<file path="src/sv/ofsc_pkg.sv">
// Shared types and constants for the 1-Wire slave function-command engine.
package ofsc_pkg;

	localparam int TEMP_SCRATCH_LEN = 9;
	localparam int MEM_SCRATCH_LEN  = 13;
	localparam int MEM_BYTES        = 16;
	localparam int COPY_LEN         = 3;

	// One memory holds all three stores, one 16-entry region each.
	localparam int REGION_BITS = 4;
	localparam int MEM_DEPTH   = 3 * (1 << REGION_BITS);
	localparam int MEM_AW      = 6;

	localparam logic [1:0] REGION_TEMP = 2'd0;
	localparam logic [1:0] REGION_MSCR = 2'd1;
	localparam logic [1:0] REGION_DATA = 2'd2;

	localparam logic [2:0] ACT_WRITE     = 3'd0;
	localparam logic [2:0] ACT_READ      = 3'd1;
	localparam logic [2:0] ACT_BUS_RESET = 3'd2;
	localparam logic [2:0] ACT_LOAD_TEMP = 3'd3;
	localparam logic [2:0] ACT_SET_VALID = 3'd4;
	localparam logic [2:0] ACT_LOAD_MEM  = 3'd5;

	localparam logic [7:0] CMD_READ_SCRATCH = 8'hBE;
	localparam logic [7:0] CMD_CONVERT      = 8'h44;
	localparam logic [7:0] CMD_READ_MSCR    = 8'hAA;
	localparam logic [7:0] CMD_READ_MEM     = 8'hF0;
	localparam logic [7:0] CMD_WRITE_MSCR   = 8'h0F;
	localparam logic [7:0] CMD_COPY_MSCR    = 8'h55;

	localparam logic [7:0] IDLE_BYTE = 8'hFF;

	typedef struct packed {
		logic [2:0] action;
		logic [7:0] byte_value;
		logic [3:0] load_index;
		logic       byte_error;
	} in_item_t;

	typedef struct packed {
		logic [7:0] read_byte;
		logic       slave_drives;
		logic       conversion_request;
		logic       scratch_valid;
	} out_item_t;

	typedef struct packed {
		logic              rd;
		logic              wr;
		logic [MEM_AW-1:0] addr;
		logic [7:0]        wdata;
	} mem_req_t;

	typedef struct packed {
		logic vld;
		logic drives;
		logic conv_req;
		logic scr_valid;
	} s1_meta_t;

endpackage

</file>
<file path="src/sv/ofsc_mem.sv">
// Byte store for temperature scratchpad, memory scratchpad and memory data.
module ofsc_mem (
	input  logic            clk,
	input  logic            arst_n,
	input  ofsc_pkg::mem_req_t req,
	output logic [7:0]      rd_data
);
	import ofsc_pkg::*;

	logic [7:0]           mem_q [MEM_DEPTH];
	logic [MEM_DEPTH-1:0] vld_q;
	logic [7:0]           rd_data_q;
	logic                 rd_vld_q;

	always_ff @(posedge clk) begin
		if (req.wr) begin
			mem_q[req.addr] <= req.wdata;
		end
		if (req.rd) begin
			rd_data_q <= mem_q[req.addr];
		end
	end

	// Entries never written read as zero.
	always_ff @(posedge clk or negedge arst_n) begin
		if (!arst_n) begin
			vld_q    <= '0;
			rd_vld_q <= 1'b0;
		end else begin
			if (req.wr) begin
				vld_q[req.addr] <= 1'b1;
			end
			if (req.rd) begin
				rd_vld_q <= vld_q[req.addr];
			end
		end
	end

	assign rd_data = rd_vld_q ? rd_data_q : 8'd0;

endmodule

</file>
<file path="src/sv/ofsc_ctrl.sv">
// Command sequencer: decodes each beat, issues the store access, tracks flags.
module ofsc_ctrl (
	input  logic               clk,
	input  logic               arst_n,
	input  logic               acc,
	input  ofsc_pkg::in_item_t item,
	output ofsc_pkg::mem_req_t req,
	output ofsc_pkg::s1_meta_t meta_s1
);
	import ofsc_pkg::*;

	typedef enum logic [3:0] {
		PH_WAIT_RESET,
		PH_CMD,
		PH_TEMP_READ,
		PH_MSCR_READ,
		PH_RD_ADDR_LO,
		PH_RD_ADDR_HI,
		PH_RD_STREAM,
		PH_WR_ADDR_LO,
		PH_WR_ADDR_HI,
		PH_WR_DATA,
		PH_COPY
	} phase_t;

	phase_t     phase_q, phase_d;
	logic [3:0] idx_q, idx_d;
	logic [3:0] addr_q, addr_d;
	logic       valid_q, valid_d;
	logic       creq_q, creq_d;
	logic       drives;
	logic [4:0] idx_inc;

	assign idx_inc = {1'b0, idx_q} + 5'd1;

	always_comb begin
		phase_d   = phase_q;
		idx_d     = idx_q;
		addr_d    = addr_q;
		valid_d   = valid_q;
		creq_d    = creq_q;
		drives    = 1'b0;
		req.rd    = 1'b0;
		req.wr    = 1'b0;
		req.addr  = '0;
		req.wdata = item.byte_value;
		unique case (item.action)
			ACT_WRITE: begin
				if (item.byte_error) begin
					phase_d = PH_WAIT_RESET;
				end else begin
					unique case (phase_q)
						PH_CMD: begin
							idx_d = '0;
							unique case (item.byte_value)
								CMD_READ_SCRATCH: phase_d = valid_q ? PH_TEMP_READ : PH_WAIT_RESET;
								CMD_CONVERT: begin
									valid_d = 1'b0;
									creq_d  = 1'b1;
									phase_d = PH_WAIT_RESET;
								end
								CMD_READ_MSCR:  phase_d = PH_MSCR_READ;
								CMD_READ_MEM:   phase_d = PH_RD_ADDR_LO;
								CMD_WRITE_MSCR: phase_d = PH_WR_ADDR_LO;
								CMD_COPY_MSCR:  phase_d = PH_COPY;
								default:        phase_d = PH_WAIT_RESET;
							endcase
						end
						PH_RD_ADDR_LO: begin
							addr_d  = item.byte_value[3:0];
							phase_d = PH_RD_ADDR_HI;
						end
						PH_RD_ADDR_HI: phase_d = PH_RD_STREAM;
						PH_WR_ADDR_LO: phase_d = PH_WR_ADDR_HI;
						PH_WR_ADDR_HI: begin
							idx_d   = '0;
							phase_d = PH_WR_DATA;
						end
						PH_WR_DATA: begin
							req.wr   = 1'b1;
							req.addr = {REGION_MSCR, idx_q};
							idx_d    = idx_inc[3:0];
							if (idx_inc >= 5'(MEM_SCRATCH_LEN)) begin
								phase_d = PH_WAIT_RESET;
							end
						end
						PH_COPY: begin
							idx_d = idx_inc[3:0];
							if (idx_inc >= 5'(COPY_LEN)) begin
								phase_d = PH_WAIT_RESET;
							end
						end
						PH_TEMP_READ, PH_MSCR_READ, PH_RD_STREAM: phase_d = PH_WAIT_RESET;
						default: ;
					endcase
				end
			end
			ACT_READ: begin
				unique case (phase_q)
					PH_TEMP_READ: begin
						drives   = 1'b1;
						req.rd   = 1'b1;
						req.addr = {REGION_TEMP, idx_q};
						idx_d    = idx_inc[3:0];
						if (idx_inc >= 5'(TEMP_SCRATCH_LEN)) begin
							phase_d = PH_WAIT_RESET;
						end
					end
					PH_MSCR_READ: begin
						drives   = 1'b1;
						req.rd   = 1'b1;
						req.addr = {REGION_MSCR, idx_q};
						idx_d    = idx_inc[3:0];
						if (idx_inc >= 5'(MEM_SCRATCH_LEN)) begin
							phase_d = PH_WAIT_RESET;
						end
					end
					PH_RD_STREAM: begin
						drives   = 1'b1;
						req.rd   = 1'b1;
						req.addr = {REGION_DATA, addr_q};
						addr_d   = addr_q + 4'd1;
					end
					default: ;
				endcase
			end
			ACT_BUS_RESET: begin
				phase_d = PH_CMD;
				idx_d   = '0;
			end
			ACT_LOAD_TEMP: begin
				if ({1'b0, item.load_index} < 5'(TEMP_SCRATCH_LEN)) begin
					req.wr   = 1'b1;
					req.addr = {REGION_TEMP, item.load_index};
				end
			end
			ACT_SET_VALID: begin
				valid_d = 1'b1;
				creq_d  = 1'b0;
			end
			ACT_LOAD_MEM: begin
				req.wr   = 1'b1;
				req.addr = {REGION_DATA, item.load_index};
			end
			default: ;
		endcase
		// drop the access unless the beat is taken
		if (!acc) begin
			req.rd = 1'b0;
			req.wr = 1'b0;
		end
	end

	always_ff @(posedge clk or negedge arst_n) begin
		if (!arst_n) begin
			phase_q <= PH_WAIT_RESET;
			idx_q   <= '0;
			addr_q  <= '0;
			valid_q <= 1'b0;
			creq_q  <= 1'b0;
			meta_s1 <= '0;
		end else begin
			meta_s1.vld <= acc;
			if (acc) begin
				phase_q           <= phase_d;
				idx_q             <= idx_d;
				addr_q            <= addr_d;
				valid_q           <= valid_d;
				creq_q            <= creq_d;
				meta_s1.drives    <= drives;
				meta_s1.conv_req  <= creq_d;
				meta_s1.scr_valid <= valid_d;
			end
		end
	end

endmodule

</file>
<file path="src/sv/ofsc_oq.sv">
// Four-entry result queue between the store read and the output channel.
module ofsc_oq (
	input  logic                clk,
	input  logic                arst_n,
	input  logic                push,
	input  ofsc_pkg::out_item_t push_data,
	output logic                result_valid,
	input  logic                result_stall,
	output ofsc_pkg::out_item_t result,
	output logic [2:0]          count
);
	import ofsc_pkg::*;

	out_item_t  buf_q [4];
	logic [1:0] wptr_q, rptr_q;
	logic [2:0] count_q;
	logic       pop;

	assign pop          = result_valid && !result_stall;
	assign result_valid = (count_q != 3'd0);
	assign result       = buf_q[rptr_q];
	assign count        = count_q;

	always_ff @(posedge clk) begin
		if (push) begin
			buf_q[wptr_q] <= push_data;
		end
	end

	always_ff @(posedge clk or negedge arst_n) begin
		if (!arst_n) begin
			wptr_q  <= '0;
			rptr_q  <= '0;
			count_q <= '0;
		end else begin
			if (push) begin
				wptr_q <= wptr_q + 2'd1;
			end
			if (pop) begin
				rptr_q <= rptr_q + 2'd1;
			end
			count_q <= count_q + {2'b0, push} - {2'b0, pop};
		end
	end

endmodule

</file>
<file path="src/sv/onewire_slave_function_commands.sv">
// Top level of the 1-Wire slave function-command engine.
//
//   channel | direction | handshake                   | payload
//   item    | in        | item_valid / item_stall     | in_item_t
//   result  | out       | result_valid / result_stall | out_item_t
//
// One beat per cycle while item_stall is low: a beat taken at an edge reads or writes
// the byte store at that edge; its result enters the output queue at the next edge.
// result_valid rises once that result is in the queue; the result beat is taken
// while result_valid is high and result_stall is low.
// item_stall rises when the in-flight beat plus the queued results reach four.
// Reset clears the command phase, flags and the store's per-entry valid bits.
module onewire_slave_function_commands (
	input  logic                clk,
	input  logic                arst_n,
	input  logic                item_valid,
	output logic                item_stall,
	input  ofsc_pkg::in_item_t  item,
	output logic                result_valid,
	input  logic                result_stall,
	output ofsc_pkg::out_item_t result
);
	import ofsc_pkg::*;

	logic      acc;
	mem_req_t  req;
	s1_meta_t  meta_s1;
	logic [7:0] rd_data;
	out_item_t push_data;
	logic [2:0] count;
	logic [2:0] in_flight;

	assign in_flight  = count + {2'b0, meta_s1.vld};
	assign item_stall = (in_flight >= 3'd4);
	assign acc        = item_valid && !item_stall;

	ofsc_ctrl u_ctrl (
		.clk     (clk),
		.arst_n  (arst_n),
		.acc     (acc),
		.item    (item),
		.req     (req),
		.meta_s1 (meta_s1)
	);

	ofsc_mem u_mem (
		.clk     (clk),
		.arst_n  (arst_n),
		.req     (req),
		.rd_data (rd_data)
	);

	always_comb begin
		push_data.read_byte          = meta_s1.drives ? rd_data : IDLE_BYTE;
		push_data.slave_drives       = meta_s1.drives;
		push_data.conversion_request = meta_s1.conv_req;
		push_data.scratch_valid      = meta_s1.scr_valid;
	end

	ofsc_oq u_oq (
		.clk          (clk),
		.arst_n       (arst_n),
		.push         (meta_s1.vld),
		.push_data    (push_data),
		.result_valid (result_valid),
		.result_stall (result_stall),
		.result       (result),
		.count        (count)
	);

endmodule
</file>
<file path="config.mk">
export PLATFORM = sky130hd
export DESIGN_NAME = onewire_slave_function_commands
export DESIGN_NICKNAME = d
export VERILOG_FILES = /design/src/sv/ofsc_pkg.sv /design/src/sv/ofsc_mem.sv /design/src/sv/ofsc_ctrl.sv /design/src/sv/ofsc_oq.sv /design/src/sv/onewire_slave_function_commands.sv
export SDC_FILE = /design/constraint.sdc
export NUM_CORES = 1
export LEC_CHECK = 0
export BUFFER_PORTS_ARGS = -buffer_cell sky130_fd_sc_hd__buf_4
export CAP_MARGIN = 20
export CELL_PAD_IN_SITES_DETAIL_PLACEMENT = 2
export CELL_PAD_IN_SITES_GLOBAL_PLACEMENT = 2
export CORE_MARGIN = 5
export CORE_UTILIZATION = 31
export CTS_CLUSTER_DIAMETER = 30
export CTS_CLUSTER_SIZE = 40
export DETAILED_ROUTE_END_ITERATION = 10
export PLACE_DENSITY_LB_ADDON = 0.1
export SKIP_LAST_GASP = 1
export SYNTH_ARGS = -nofsm -noshare
export SYNTH_HDL_FRONTEND = slang
export SYNTH_SLANG_ARGS = --single-unit
</file>
<file path="constraint.sdc">
create_clock -name clk -period 3.4 [get_ports clk]
set_input_delay 0.34 -clock clk [delete_from_list [all_inputs] [get_ports clk]]
set_output_delay 0.34 -clock clk [all_outputs]
set_load 0.05 [all_outputs]
</file>
==> impl_results.md, run 1 <==
- Status: completed
- Chain of cells forming the critical path: and3b_1 -> o211ai_1 -> and3_4 -> buf_12 -> buf_4 -> nor3_1 -> buf_4 -> a22o_1 -> a221oi_2 -> a311oi_1 -> or4_1
- Number of max-slew violations in the final report: 0
- Final wirelength: 81.92 mm
- Number of buffers added on ports: 32
- RSZ-0062 raised after global routing: true
- Synth top cells by count: 436 x sky130_fd_sc_hd__edfxtp_1, 152 x sky130_fd_sc_hd__nand2_1, 72 x sky130_fd_sc_hd__dfrtp_1
- Setup tns final: 0 ns
- CTS buffer count: 134
- Post-route DRC: 0
- Arrival @ worst endpoint: 3.83 ns
- Std-Cell Core Area: 0.06716 mm2
- Gpl congestion: 0.8318
- Post-Synthesis Cell Area: 0.02096 mm2
- Net switching power figure: 5.213 mW
- Worst path buffer plus inverter count: 3
- Leakage component of the power: 10.77 nW
- Pin count of the biggest net entering global routing: 58
- Largest cells by area after synthesis: sky130_fd_sc_hd__edfxtp_1 62%, sky130_fd_sc_hd__dfrtp_1 8.6%, sky130_fd_sc_hd__nand2_1 2.7%, sky130_fd_sc_hd__mux2i_1 2.4%, sky130_fd_sc_hd__a21oi_1 1.5%
- Filler Cells Inserted: 6477
- Logic pwr share: 8.3%
- Master of the slowest instance on the critical path: sky130_fd_sc_hd__or4_1
- FFs w/ async S/R, synth: 14.17%
- DR WL/cell: 29.34 um
- Max Fclk: 0.2956 GHz
- Time the worst path needs with I/O delays and setup: 3.383 ns
- Count of clock tree sinks: 508
- Syn avg cell area: 14.45 um2
- Largest fanout on the critical path: 13
- Kind of cell adding the most delay to the critical path: simple AND/OR/NAND/NOR gates
- I/O pin total: 33
- Post-detailed-route via-to-cell ratio: 5.289
- Register share of total power: 33.9%
- Aggregate global routing overflow: 0
- Detailed-router iteration count before antenna repair: 5
- Dominant cell type by area after synthesis: sky130_fd_sc_hd__edfxtp_1
- DRC violation total after the first TritonRoute iteration: 1327
- Estimated wirelength of the detail-placed design: 53.79 mm
- Height of the die: 270.0 um
- Clock tree from TritonCTS: yes
- Hold violation total from the final report: 0
- Xor/xnor share of the synthesized area: 0.3343%
- Worst-margin pin slew: 0.9867 ns
- Post-DRT Antenna Nets: 0
- Starting Density: 31.21%
- Peak per-stage delay on the critical path: 0.50 ns
- Number of max-cap violations: 0
- YS warnings: 0
- Sequential fraction of the synthesis area: 71.07%
- Wire length of the first global-routing pass: 117.8 mm
- Number of global-route vias before repair: 16250
- Power Total: 21.32 mW
- Length of routed met2 wiring: 39.43 mm
- Clock network power share: 57.7%
- Die boundary width: 270.0 um
- Deepest level of the CTS H-tree: 4
- Total met3 wirelength after detailed routing: 4.583 mm
- Clock latency of the later-clocked register in the worst-skew pair: 0.72 ns
- Post-layout utilization of the core: 42.78%
- Ratio of cells with drive above 1 in the final layout: 29.03%
- Most frequently used cell type in the post-synthesis netlist: sky130_fd_sc_hd__edfxtp_1
- PnR worst setup slack: 0.01651 ns
- CP Capture Type: flop
- Share of the synthesized area in compound gates (AO/OA/AOI/OAI): 11.38%
- Switching Share: 24.45%
- Share of cell area taken by muxes after synthesis: 4.699%
- Headroom to the max-slew limit: 34.22%
- Data required time of the critical path: 3.84 ns
- Summed area of non-filler cells in the final layout: 0.02873 mm2
- Clock tree skew after final layout: 0.03577 ns
- Total Die Area: 0.07291 mm2
- Portion of synthesized cell area occupied by the leading cell type: 62.47%
- Routed metal-1 wirelength: 35.98 mm
- Cell chosen for the clock root: sky130_fd_sc_hd__clkbuf_16
- Count of standard-cell rows: 95
- Worst hold-check path type: in2reg
- Pwr/cell area: 742.1 mW/mm2
- Setup crit start kind: flop
- Clock-pin slew of the registers on the worst-case setup and hold paths: 0.04 ns
- EDFF count, synth: 436
- VDD IR max: 0.4622 mV
- Synth Flop Type: sky130_fd_sc_hd__edfxtp_1
- Via total after detailed routing: 14770
- Adder-cell area share of the yosys netlist: 0.7642%
- Post-Synthesis Cells: 1450
- Fraction of the mapped netlist area in simple logic gates: 9.415%
- DP Worst Slack: -0.1868 ns
- Worst setup path category: reg2reg
- Most frequent CP cell: sky130_fd_sc_hd__buf_4
- Highest routing layer actually used: met4
- Placed cell area: 0.02411 mm2
- Max Root-Sink Buffers: 3
- Antenna cells: 0
- Syn-to-layout area delta: 37.10%
- Antenna violations before repair: 5
- Count of different cell masters after synthesis: 84
- Final-report setup violation count: 0
- Number of nets in the finished design: 1841
- Seq cells post-synth: 508
- All-layer global routing usage: 22.26%
- Share of the cycle needed by the critical path after routing: 99.51%
- P_int: 16.11 mW
- Combinational family with the most area after synthesis: compound AO/OA/AOI/OAI gates
## worst paths after layout
path	from	cells past startpoint	slack (ns)	endpoint
max	u_ctrl.addr_q[0]	11	0.02	u_mem.rd_data_q[7]
max reg2reg	u_ctrl.addr_q[0]	11	0.02	u_mem.rd_data_q[7]
min reg2reg	u_mem.vld_q[10]	0	0.37	u_mem.vld_q[10]
min	item[9]	1	0.07	u_mem.mem_q[45][4]
max in group asynchronous	arst_n	3	2.31	u_mem.vld_q[35]
min in group asynchronous	arst_n	2	0.33	u_ctrl.idx_q[0]
## cells by family after synthesis
group / Yosys count
mux: 82
compound gates: 332
fa+ha+maj: 13
simple gates: 399
xor+xnor: 8
flops: 508
buf+inv: 107
other cells: 1
## layout by cell type (no fill, tap or decap), types with 13 or more instances in the layout
cell / n
sky130_fd_sc_hd__edfxtp_1: 436
sky130_fd_sc_hd__buf_4: 226
sky130_fd_sc_hd__nand2_1: 151
sky130_fd_sc_hd__clkbuf_16: 135
sky130_fd_sc_hd__dfrtp_1: 71
sky130_fd_sc_hd__nor2_1: 66
sky130_fd_sc_hd__a21oi_1: 63
sky130_fd_sc_hd__conb_1: 56
sky130_fd_sc_hd__mux2i_1: 50
sky130_fd_sc_hd__o21ai_0: 46
sky130_fd_sc_hd__or2_2: 42
sky130_fd_sc_hd__nand3_1: 39
sky130_fd_sc_hd__a22oi_1: 36
sky130_fd_sc_hd__clkbuf_1: 31
sky130_fd_sc_hd__buf_12: 30
sky130_fd_sc_hd__a221oi_1: 22
sky130_fd_sc_hd__mux2_2: 21
sky130_fd_sc_hd__clkinv_1: 20
sky130_fd_sc_hd__clkinv_2: 18
sky130_fd_sc_hd__a211oi_1: 16
sky130_fd_sc_hd__a31oi_1: 16
sky130_fd_sc_hd__inv_1: 15
sky130_fd_sc_hd__a32oi_1: 15
sky130_fd_sc_hd__bufinv_16: 13
## state kept, by name (all words and copies together) (netlist names)
register and count:
u_oq.rptr_q 2, u_mem.rd_vld_q 1, u_mem.vld_q 48, u_mem.rd_data_q 8, u_oq.wptr_q 2, u_oq.count 3, u_oq.buf_q 44, u_ctrl.phase_q 4
u_ctrl.idx_q 4, u_ctrl.addr_q 4, u_ctrl.meta_s1 4, u_mem.mem_q 384
## worst reg2reg max path: cells and delay by family, from the launching register on
family / cells / cell delay (ns)
buffers and inverters: 3 / 0.56
AO/OA/AOI/OAI: 4 / 1.02
flip-flops: 1 / 0.43
AND/OR/NAND/NOR: 4 / 1.13
## power by group through the flow
stage	registers (mW)	logic [mW]	clock network [mW]
after global placement	7.33	1.72	0
final	7.24	1.77	12.3
after CTS	7.25	1.79	12.5
after global routing	7.27	1.90	12.9
after floorplan	7.24	1.01	0
after detailed placement	7.35	1.75	0
## per-layer routing
| metal | GRT usage, % | vias to the layer above |
|---|---|---|
| met2 | 36.69 | 436 |
| li1 | - | 6373 |
| met5 | 0 | - |
| met4 | 6.964 | 0 |
| met1 | 29.36 | 7842 |
| met3 | 5.152 | 117 |
## what timing repair did
item	CTS	global route
endpoints found under the hold margin	64	0
setup buffers	7	6
pin swaps	2	2
gates resized for setup	4	11
endpoints found under the setup margin	15	24
hold buffers	4	0
## stage by stage
step | hold WS, ns | std cells
3_3_place_gp | 0.3650 | 2529
4_1_cts | 0.03322 | 2786
6_report | 0.06506 | 2792
2_1_floorplan | 0.04441 | 1505
5_1_grt | 0.03894 | 2792
3_5_place_dp | 0.3674 | 2529
## final cells by class
| type | instances | area [um2] | share of cell area (%) |
|---|---|---|---|
| Clock inverter | 73 | 850.8 | 2.961 |
| Inverter | 15 | 56.30 | 0.1960 |
| Multi-Input combinational cell | 890 | 5909 | 20.57 |
| Clock buffer | 173 | 3591 | 12.50 |
| Sequential cell | 508 | 14900 | 51.84 |
| Timing Repair Buffer | 260 | 2337 | 8.134 |
| Tap cell | 873 | 1092 | 3.802 |
(Power assumes the default switching activity.)
==> run 2, diff against run 1 <==
--- a/config.mk
+++ b/config.mk
@@ -15,7 +15,9 @@
 export CTS_CLUSTER_SIZE = 40
 export DETAILED_ROUTE_END_ITERATION = 10
 export PLACE_DENSITY_LB_ADDON = 0.1
+export SETUP_SLACK_MARGIN = 0.3
 export SKIP_LAST_GASP = 1
 export SYNTH_ARGS = -nofsm -noshare
 export SYNTH_HDL_FRONTEND = slang
+export SYNTH_HIERARCHICAL = 1
 export SYNTH_SLANG_ARGS = --single-unit
==> run 2 against run 1 <==
- combinational power is 8% higher
- hold slack hardly changed
- critical endpoint is now u_mem/rd_data_q[4]
- utilization is 1.4 points higher
- largest power group unchanged
==> impl_results.md, run 2 <==
- CP Capture Type: flop
- Number of global-route vias before repair: 15270
- Worst hold-check path type: in2reg
- Count of standard-cell rows: 94
- Largest reg by FF count: u_mem/mem_q
- Final wirelength: 75.64 mm
- Clock latency of the later-clocked register in the worst-skew pair: 0.67 ns
- Headroom to the max-slew limit: 34.17%
- Number of max-slew violations in the final report: 0
- Antenna violations before repair: 3
- Aggregate global routing overflow: 0
- Pin count of the biggest net entering global routing: 60
- Critical hold path startpoint: item_valid
- Gpl congestion: 0.8252
- Cell chosen for the clock root: sky130_fd_sc_hd__clkbuf_16
- Die boundary width: 267.5 um
- Final-report setup violation count: 0
- Number of max-cap violations: 0
- Time the worst path needs with I/O delays and setup: 3.322 ns
- Critical register-to-register path startpoint: u_ctrl/phase_q[3]
- Count of different cell masters after synthesis: 81
- Largest cells by area after synthesis: sky130_fd_sc_hd__edfxtp_1 64%, sky130_fd_sc_hd__dfrtp_1 8.8%, sky130_fd_sc_hd__a22oi_1 5.5%, sky130_fd_sc_hd__mux4_2 1.6%, sky130_fd_sc_hd__or2_2 1.5%
- Max FFs per register: 384
- Via total after detailed routing: 13780
- VDD IR max: 0.4107 mV
- Deepest level of the CTS H-tree: 3
- DRC violation total after the first TritonRoute iteration: 864
- FFs w/ async S/R, synth: 14.17%
- Hold violation total from the final report: 0
- Clock tree skew after final layout: 0.02464 ns
- Total Die Area: 0.07158 mm2
- Net count after synthesis: 1357
- Most frequently used cell type in the post-synthesis netlist: sky130_fd_sc_hd__edfxtp_1
- Post-detailed-route via-to-cell ratio: 5.224
- Max Fclk: 0.3010 GHz
- Leading registers by flop count: u_mem/mem_q (384), u_mem/vld_q (48), u_oq/buf_q (44)
- Starting Density: 31.28%
- Worst Hold Path EP: u_ctrl/meta_s1[3]
- Highest-count cells in the layout ignoring fill and taps: 436 x sky130_fd_sc_hd__edfxtp_1, 224 x sky130_fd_sc_hd__buf_4, 126 x sky130_fd_sc_hd__clkbuf_16
- Ratio of cells with drive above 1 in the final layout: 40.50%
- Std-Cell Core Area: 0.06575 mm2
- Worst-margin pin slew: 0.9875 ns
- Share of the cycle needed by the critical path after routing: 97.70%
- Syn-to-layout area delta: 41.43%
- Leakage component of the power: 10.41 nW
- Most common cell after layout, fill and taps aside: sky130_fd_sc_hd__edfxtp_1
- EDFF count, synth: 436
- Detailed-router iteration count before antenna repair: 5
- Status: completed
- DR WL/cell: 28.67 um
- Arrival @ worst endpoint: 3.74 ns
- Synth Flop Type: sky130_fd_sc_hd__edfxtp_1
- RSZ-0062 raised after global routing: true
- Post-Synthesis Cells: 1326
- Post-DRT Antenna Nets: 0
- Height of the die: 267.5 um
- Clock-pin slew of the registers on the worst-case setup and hold paths: 0.05 ns
- PnR worst setup slack: 0.07807 ns
- Largest fanout on the critical path: 5
- Number of nets in the finished design: 1699
- Post-route DRC: 0
- Portion of synthesized cell area occupied by the leading cell type: 63.67%
- Wire length of the first global-routing pass: 108.2 mm
- Max Root-Sink Buffers: 3
- Setup crit start kind: flop
- Worst Reg-to-Reg Cells: 14
- Sequential fraction of the synthesis area: 72.44%
- Post-Synthesis Cell Area: 0.02056 mm2
- Clock tree from TritonCTS: yes
- Endpoint of the most critical register-to-register path: u_mem/rd_data_q[4]
- Pwr/cell area: 734.4 mW/mm2
- All-layer global routing usage: 20.68%
- I/O pin total: 33
- Number of buffers added on ports: 32
- Estimated wirelength of the detail-placed design: 47.27 mm
- FF-to-FF setup slack: 0.08 ns
- Seq cells post-synth: 508
- Power Total: 21.36 mW
- Hold depth: 3
- Count of clock tree sinks: 508
- DP Worst Slack: -0.4188 ns
- Dominant cell type by area after synthesis: sky130_fd_sc_hd__edfxtp_1
- Syn avg cell area: 15.51 um2
- CTS buffer count: 121
- YS warnings: 6
- Data required time of the critical path: 3.82 ns
- Worst setup path category: reg2reg
- Synth top cells by count: 436 x sky130_fd_sc_hd__edfxtp_1, 152 x sky130_fd_sc_hd__a22oi_1, 76 x sky130_fd_sc_hd__nor2_1
run 2: cell types whose count changed in the layout (fill, tap and decap cells not counted), moves of 20 or more:
cell                       previous run  this run
sky130_fd_sc_hd__nand2_1            151        55
sky130_fd_sc_hd__a22oi_1             36       110
sky130_fd_sc_hd__conb_1              56         0
sky130_fd_sc_hd__a22oi_2              0        42
sky130_fd_sc_hd__a21oi_1             63        24
sky130_fd_sc_hd__mux2i_1             50        14
sky130_fd_sc_hd__buf_6                0        31
sky130_fd_sc_hd__o21ai_0             46        21
sky130_fd_sc_hd__nand3_1             39        15
sky130_fd_sc_hd__nand4_1              7        30
sky130_fd_sc_hd__a221oi_1            22         2
run 2: area by class of cell:
cell class                 count  area [um2]
inverter                      25       103.9
tap                          864        1081
multi-input combinational    711        5748
clock inverter                82        1096
timing repair buffer         301        2919
sequential                   508       14890
antenna                        1       2.502
fill                        6244       36670
clock buffer                 146        3236
run 2: repair_timing:
action	CTS	global route
endpoints found under the hold margin	59	0
pin swaps	55	42
gates cloned	3	6
hold buffers	2	0
resized for setup	99	81
setup endpoints to repair	114	150
buffers inserted	30	13
run 2: worst max-delay path by stage:
stage	startpoint	end	slack, ns	cells past startpoint
3_5_place_dp	item[15]	u_mem/rd_data_q[7]	-0.42	15
3_3_place_gp	item[13]	u_mem/rd_data_q[7]	-0.45	16
4_1_cts	u_ctrl/phase_q[3]	u_mem/rd_data_q[0]	0.12	14
2_1_floorplan	u_ctrl/phase_q[3]	u_mem/mem_q[42][0]	0.16	12
5_1_grt	u_ctrl/phase_q[3]	u_mem/rd_data_q[5]	-0.008	14
6_report	u_ctrl/phase_q[3]	u_mem/rd_data_q[4]	0.08	14
run 2: critical path, stage by stage (launching register included):
cell and delay, ns:
sky130_fd_sc_hd__dfrtp_1 0.40, sky130_fd_sc_hd__nand3b_1 0.19, sky130_fd_sc_hd__a21oi_2 0.07, sky130_fd_sc_hd__buf_4 0.15
sky130_fd_sc_hd__a222oi_1 0.39, sky130_fd_sc_hd__inv_2 0.12, sky130_fd_sc_hd__buf_12 0.15, sky130_fd_sc_hd__buf_16 0.13
sky130_fd_sc_hd__and3_4 0.18, sky130_fd_sc_hd__buf_6 0.14, sky130_fd_sc_hd__buf_6 0.12, sky130_fd_sc_hd__a22o_1 0.24
sky130_fd_sc_hd__a221oi_4 0.19, sky130_fd_sc_hd__o211ai_1 0.27, sky130_fd_sc_hd__a211o_1 0.35
run 2: kinds of logic (layout without fill, tap and decap cells):
family | count (synthesis) | count (layout) | share of synthesized area, %
buffers and inverters | 107 | 554 | 2.574
xor gates and xnor gates | 7 | 7 | 0.2982
AOI/OAI and AO/OA | 305 | 305 | 11.07
adders and majority gates | 11 | 11 | 0.7059
muxes | 56 | 56 | 4.040
and+or+nand+nor | 332 | 332 | 8.878
other | 0 | 1 | 0
DFF | 508 | 508 | 72.44
run 2: power breakdown:
group | internal, mW | total, mW | switching (mW)
Sequential | 7.02 | 7.25 | 0.229
Combinational | 0.762 | 1.92 | 1.16
Clock | 8.52 | 12.2 | 3.67
Total | 16.3 | 21.4 | 5.06
run 2: metrics by stage:
step                cell area, um2  TNS (ns)  hold slack, ns  cells  util, %
global placement             23370    -13.38          0.4419   2355    35.55
finish                       29080         0         0.06506   2638    44.23
floorplan                    20580         0         0.04441   1326        -
CTS                          28520         0         0.04038   2618    43.38
detailed placement           23370    -14.61          0.4480   2355    35.55
global route                 29080  -0.01975         0.09069   2637    44.23
run 2: routing by layer:
metal | global-route usage, % | share of wire (%)
met1 | 26.74 | 44
met4 | 6.377 | 2.7
met3 | 4.198 | 4.3
met5 | 0 | 0.015
met2 | 35.30 | 49
==> run 3, diff against run 2 <==
--- a/config.mk
+++ b/config.mk
@@ -15,6 +15,7 @@
 export CTS_CLUSTER_SIZE = 40
 export DETAILED_ROUTE_END_ITERATION = 10
 export PLACE_DENSITY_LB_ADDON = 0.1
+export REMOVE_ABC_BUFFERS = 1
 export SETUP_SLACK_MARGIN = 0.3
 export SKIP_LAST_GASP = 1
 export SYNTH_ARGS = -nofsm -noshare
==> run 3 against run 2 <==
- fmax is 0.61% higher
- sequential share of layout area is 0.69 points higher
- total power is 3.2% lower
- largest power group unchanged
- critical path type unchanged
==> impl_results.md, run 3 (same netlist as run 2, synthesis figures left out) <==
- Largest reg by FF count: u_mem/mem_q
- Max Root-Sink Buffers: 3
- Post-layout utilization of the core: 43.65%
- PnR worst setup slack: 0.09835 ns
- Cell chosen for the clock root: sky130_fd_sc_hd__clkbuf_16
- Estimated wirelength of the detail-placed design: 48.41 mm
- Number of buffers added on ports: 32
- Count of clock tree sinks: 508
- Clock tree from TritonCTS: yes
- DP Worst Slack: -0.3623 ns
- Worst hold-check path type: in2reg
- RSZ-0062 raised after global routing: true
- CP Capture Type: flop
- Count of standard-cell rows: 94
- Data required time of the critical path: 3.80 ns
- Hold violation total from the final report: 0
- Worst-margin pin slew: 1.110 ns
- Setup crit start kind: flop
- Antenna violations before repair: 3
- CTS buffer count: 118
- Final wirelength: 76.12 mm
- Power Total: 20.68 mW
- Highest-count cells in the layout ignoring fill and taps: 436 x sky130_fd_sc_hd__edfxtp_1, 260 x sky130_fd_sc_hd__buf_4, 124 x sky130_fd_sc_hd__a22oi_1
- Placed cell area: 0.02369 mm2
- Leading registers by flop count: u_mem/mem_q (384), u_mem/vld_q (48), u_oq/buf_q (44)
- Post-route DRC: 0
- Via total after detailed routing: 13850
- Starting Density: 31.28%
- Most common cell after layout, fill and taps aside: sky130_fd_sc_hd__edfxtp_1
- Time the worst path needs with I/O delays and setup: 3.302 ns
- Wire length of the first global-routing pass: 108.9 mm
- I/O pin total: 33
- Leakage component of the power: 10.32 nW
- Syn-to-layout area delta: 39.55%
- DR WL/cell: 28.70 um
- Worst setup path category: reg2reg
- Detailed-router iteration count before antenna repair: 5
- Deepest level of the CTS H-tree: 3
- Post-detailed-route via-to-cell ratio: 5.222
- Largest fanout on the critical path: 8
- VDD IR max: 0.3788 mV
- DRC violation total after the first TritonRoute iteration: 986
- Share of the cycle needed by the critical path after routing: 97.11%
- Height of the die: 267.5 um
- Ratio of cells with drive above 1 in the final layout: 40.12%
- Pwr/cell area: 720.6 mW/mm2
- Clock-pin slew of the registers on the worst-case setup and hold paths: 0.05 ns
- Arrival @ worst endpoint: 3.71 ns
- Gpl congestion: 0.7834
- Post-DRT Antenna Nets: 0
- Std-Cell Core Area: 0.06575 mm2
- Clock tree skew after final layout: 0.02783 ns
- Headroom to the max-slew limit: 25.73%
- Die boundary width: 267.5 um
- Max Fclk: 0.3029 GHz
- Summed area of non-filler cells in the final layout: 0.02870 mm2
- Final-report setup violation count: 0
- Status: completed
- Aggregate global routing overflow: 0
- Number of max-cap violations: 0
- Pin count of the biggest net entering global routing: 54
- Clock latency of the later-clocked register in the worst-skew pair: 0.67 ns
- All-layer global routing usage: 20.96%
- Total Die Area: 0.07158 mm2
- Max FFs per register: 384
- Number of nets in the finished design: 1716
- Number of max-slew violations in the final report: 0
- Number of global-route vias before repair: 15150
[run 3: final timing paths]
kind	start	end	slack, ns	cells after the start
setup / recovery	u_ctrl/phase_q[3]	u_mem/rd_data_q[4]	0.1	15
hold / removal	item[6]	u_mem/mem_q[33][1]	0.05	1
setup reg to reg	u_ctrl/phase_q[3]	u_mem/rd_data_q[4]	0.1	15
hold reg to reg	u_mem/vld_q[42]	u_mem/vld_q[42]	0.46	1
max in group asynchronous	arst_n	u_mem/vld_q[28]	2.36	3
min in group asynchronous	arst_n	u_ctrl/idx_q[1]	0.29	2
[run 3: routing by layer]
metal  routed length, um  global-route usage, %
met4                2133                  6.652
met5                   0                      0
met1               32930                  27.89
met2               37590                  35.03
met3                3464                  3.914
[run 3: cell type report]
cell class | count | area [um2]
repair buffers | 320 | 2953
flip-flops and latches | 508 | 14900
inverters | 25 | 106.4
diodes | 1 | 2.502
repair inverters | 1 | 7.507
clock buffers | 144 | 3151
well taps | 864 | 1081
fillers | 6241 | 37050
clock inverters | 78 | 920.9
multi-input cells | 711 | 5578
[run 3: critical path: stages, from the launching register on]
cell	delay (ns)
sky130_fd_sc_hd__dfrtp_2	0.44
sky130_fd_sc_hd__nand3b_1	0.21
sky130_fd_sc_hd__a21oi_2	0.18
sky130_fd_sc_hd__buf_4	0.14
sky130_fd_sc_hd__a222oi_1	0.09
sky130_fd_sc_hd__buf_4	0.19
sky130_fd_sc_hd__clkinvlp_4	0.09
sky130_fd_sc_hd__buf_6	0.11
sky130_fd_sc_hd__buf_4	0.11
sky130_fd_sc_hd__and3b_2	0.24
sky130_fd_sc_hd__buf_12	0.16
sky130_fd_sc_hd__buf_4	0.15
sky130_fd_sc_hd__a22oi_2	0.16
sky130_fd_sc_hd__nand4_1	0.21
sky130_fd_sc_hd__a22o_4	0.32
sky130_fd_sc_hd__a211o_1	0.24
[run 3: timing repair]
item	4_1_cts	5_1_grt
pin swaps	33	41
setup endpoints to repair	231	178
buffers inserted	17	13
gates cloned	3	3
endpoints found under the hold margin	50	0
hold buffers	3	0
gates resized for setup	66	69
[run 3: metrics by stage]
| stage | hold WS (ns) | std cells | setup TNS (ns) |
|---|---|---|---|
| after floorplan | 0.04441 | 1244 | -210.21 |
| after global placement | 0.4452 | 2390 | -10.12 |
| after detailed placement | 0.4530 | 2390 | -14.97 |
| after CTS | 0.02295 | 2635 | 0 |
| after global routing | 0.03502 | 2651 | 0 |
| final | 0.05292 | 2652 | 0 |
[run 3: where the power goes]
part	internal [mW]	switching, mW	total, mW
Sequential	7.02	0.231	7.25
Combinational	0.792	1.18	1.97
Clock	7.83	3.64	11.5
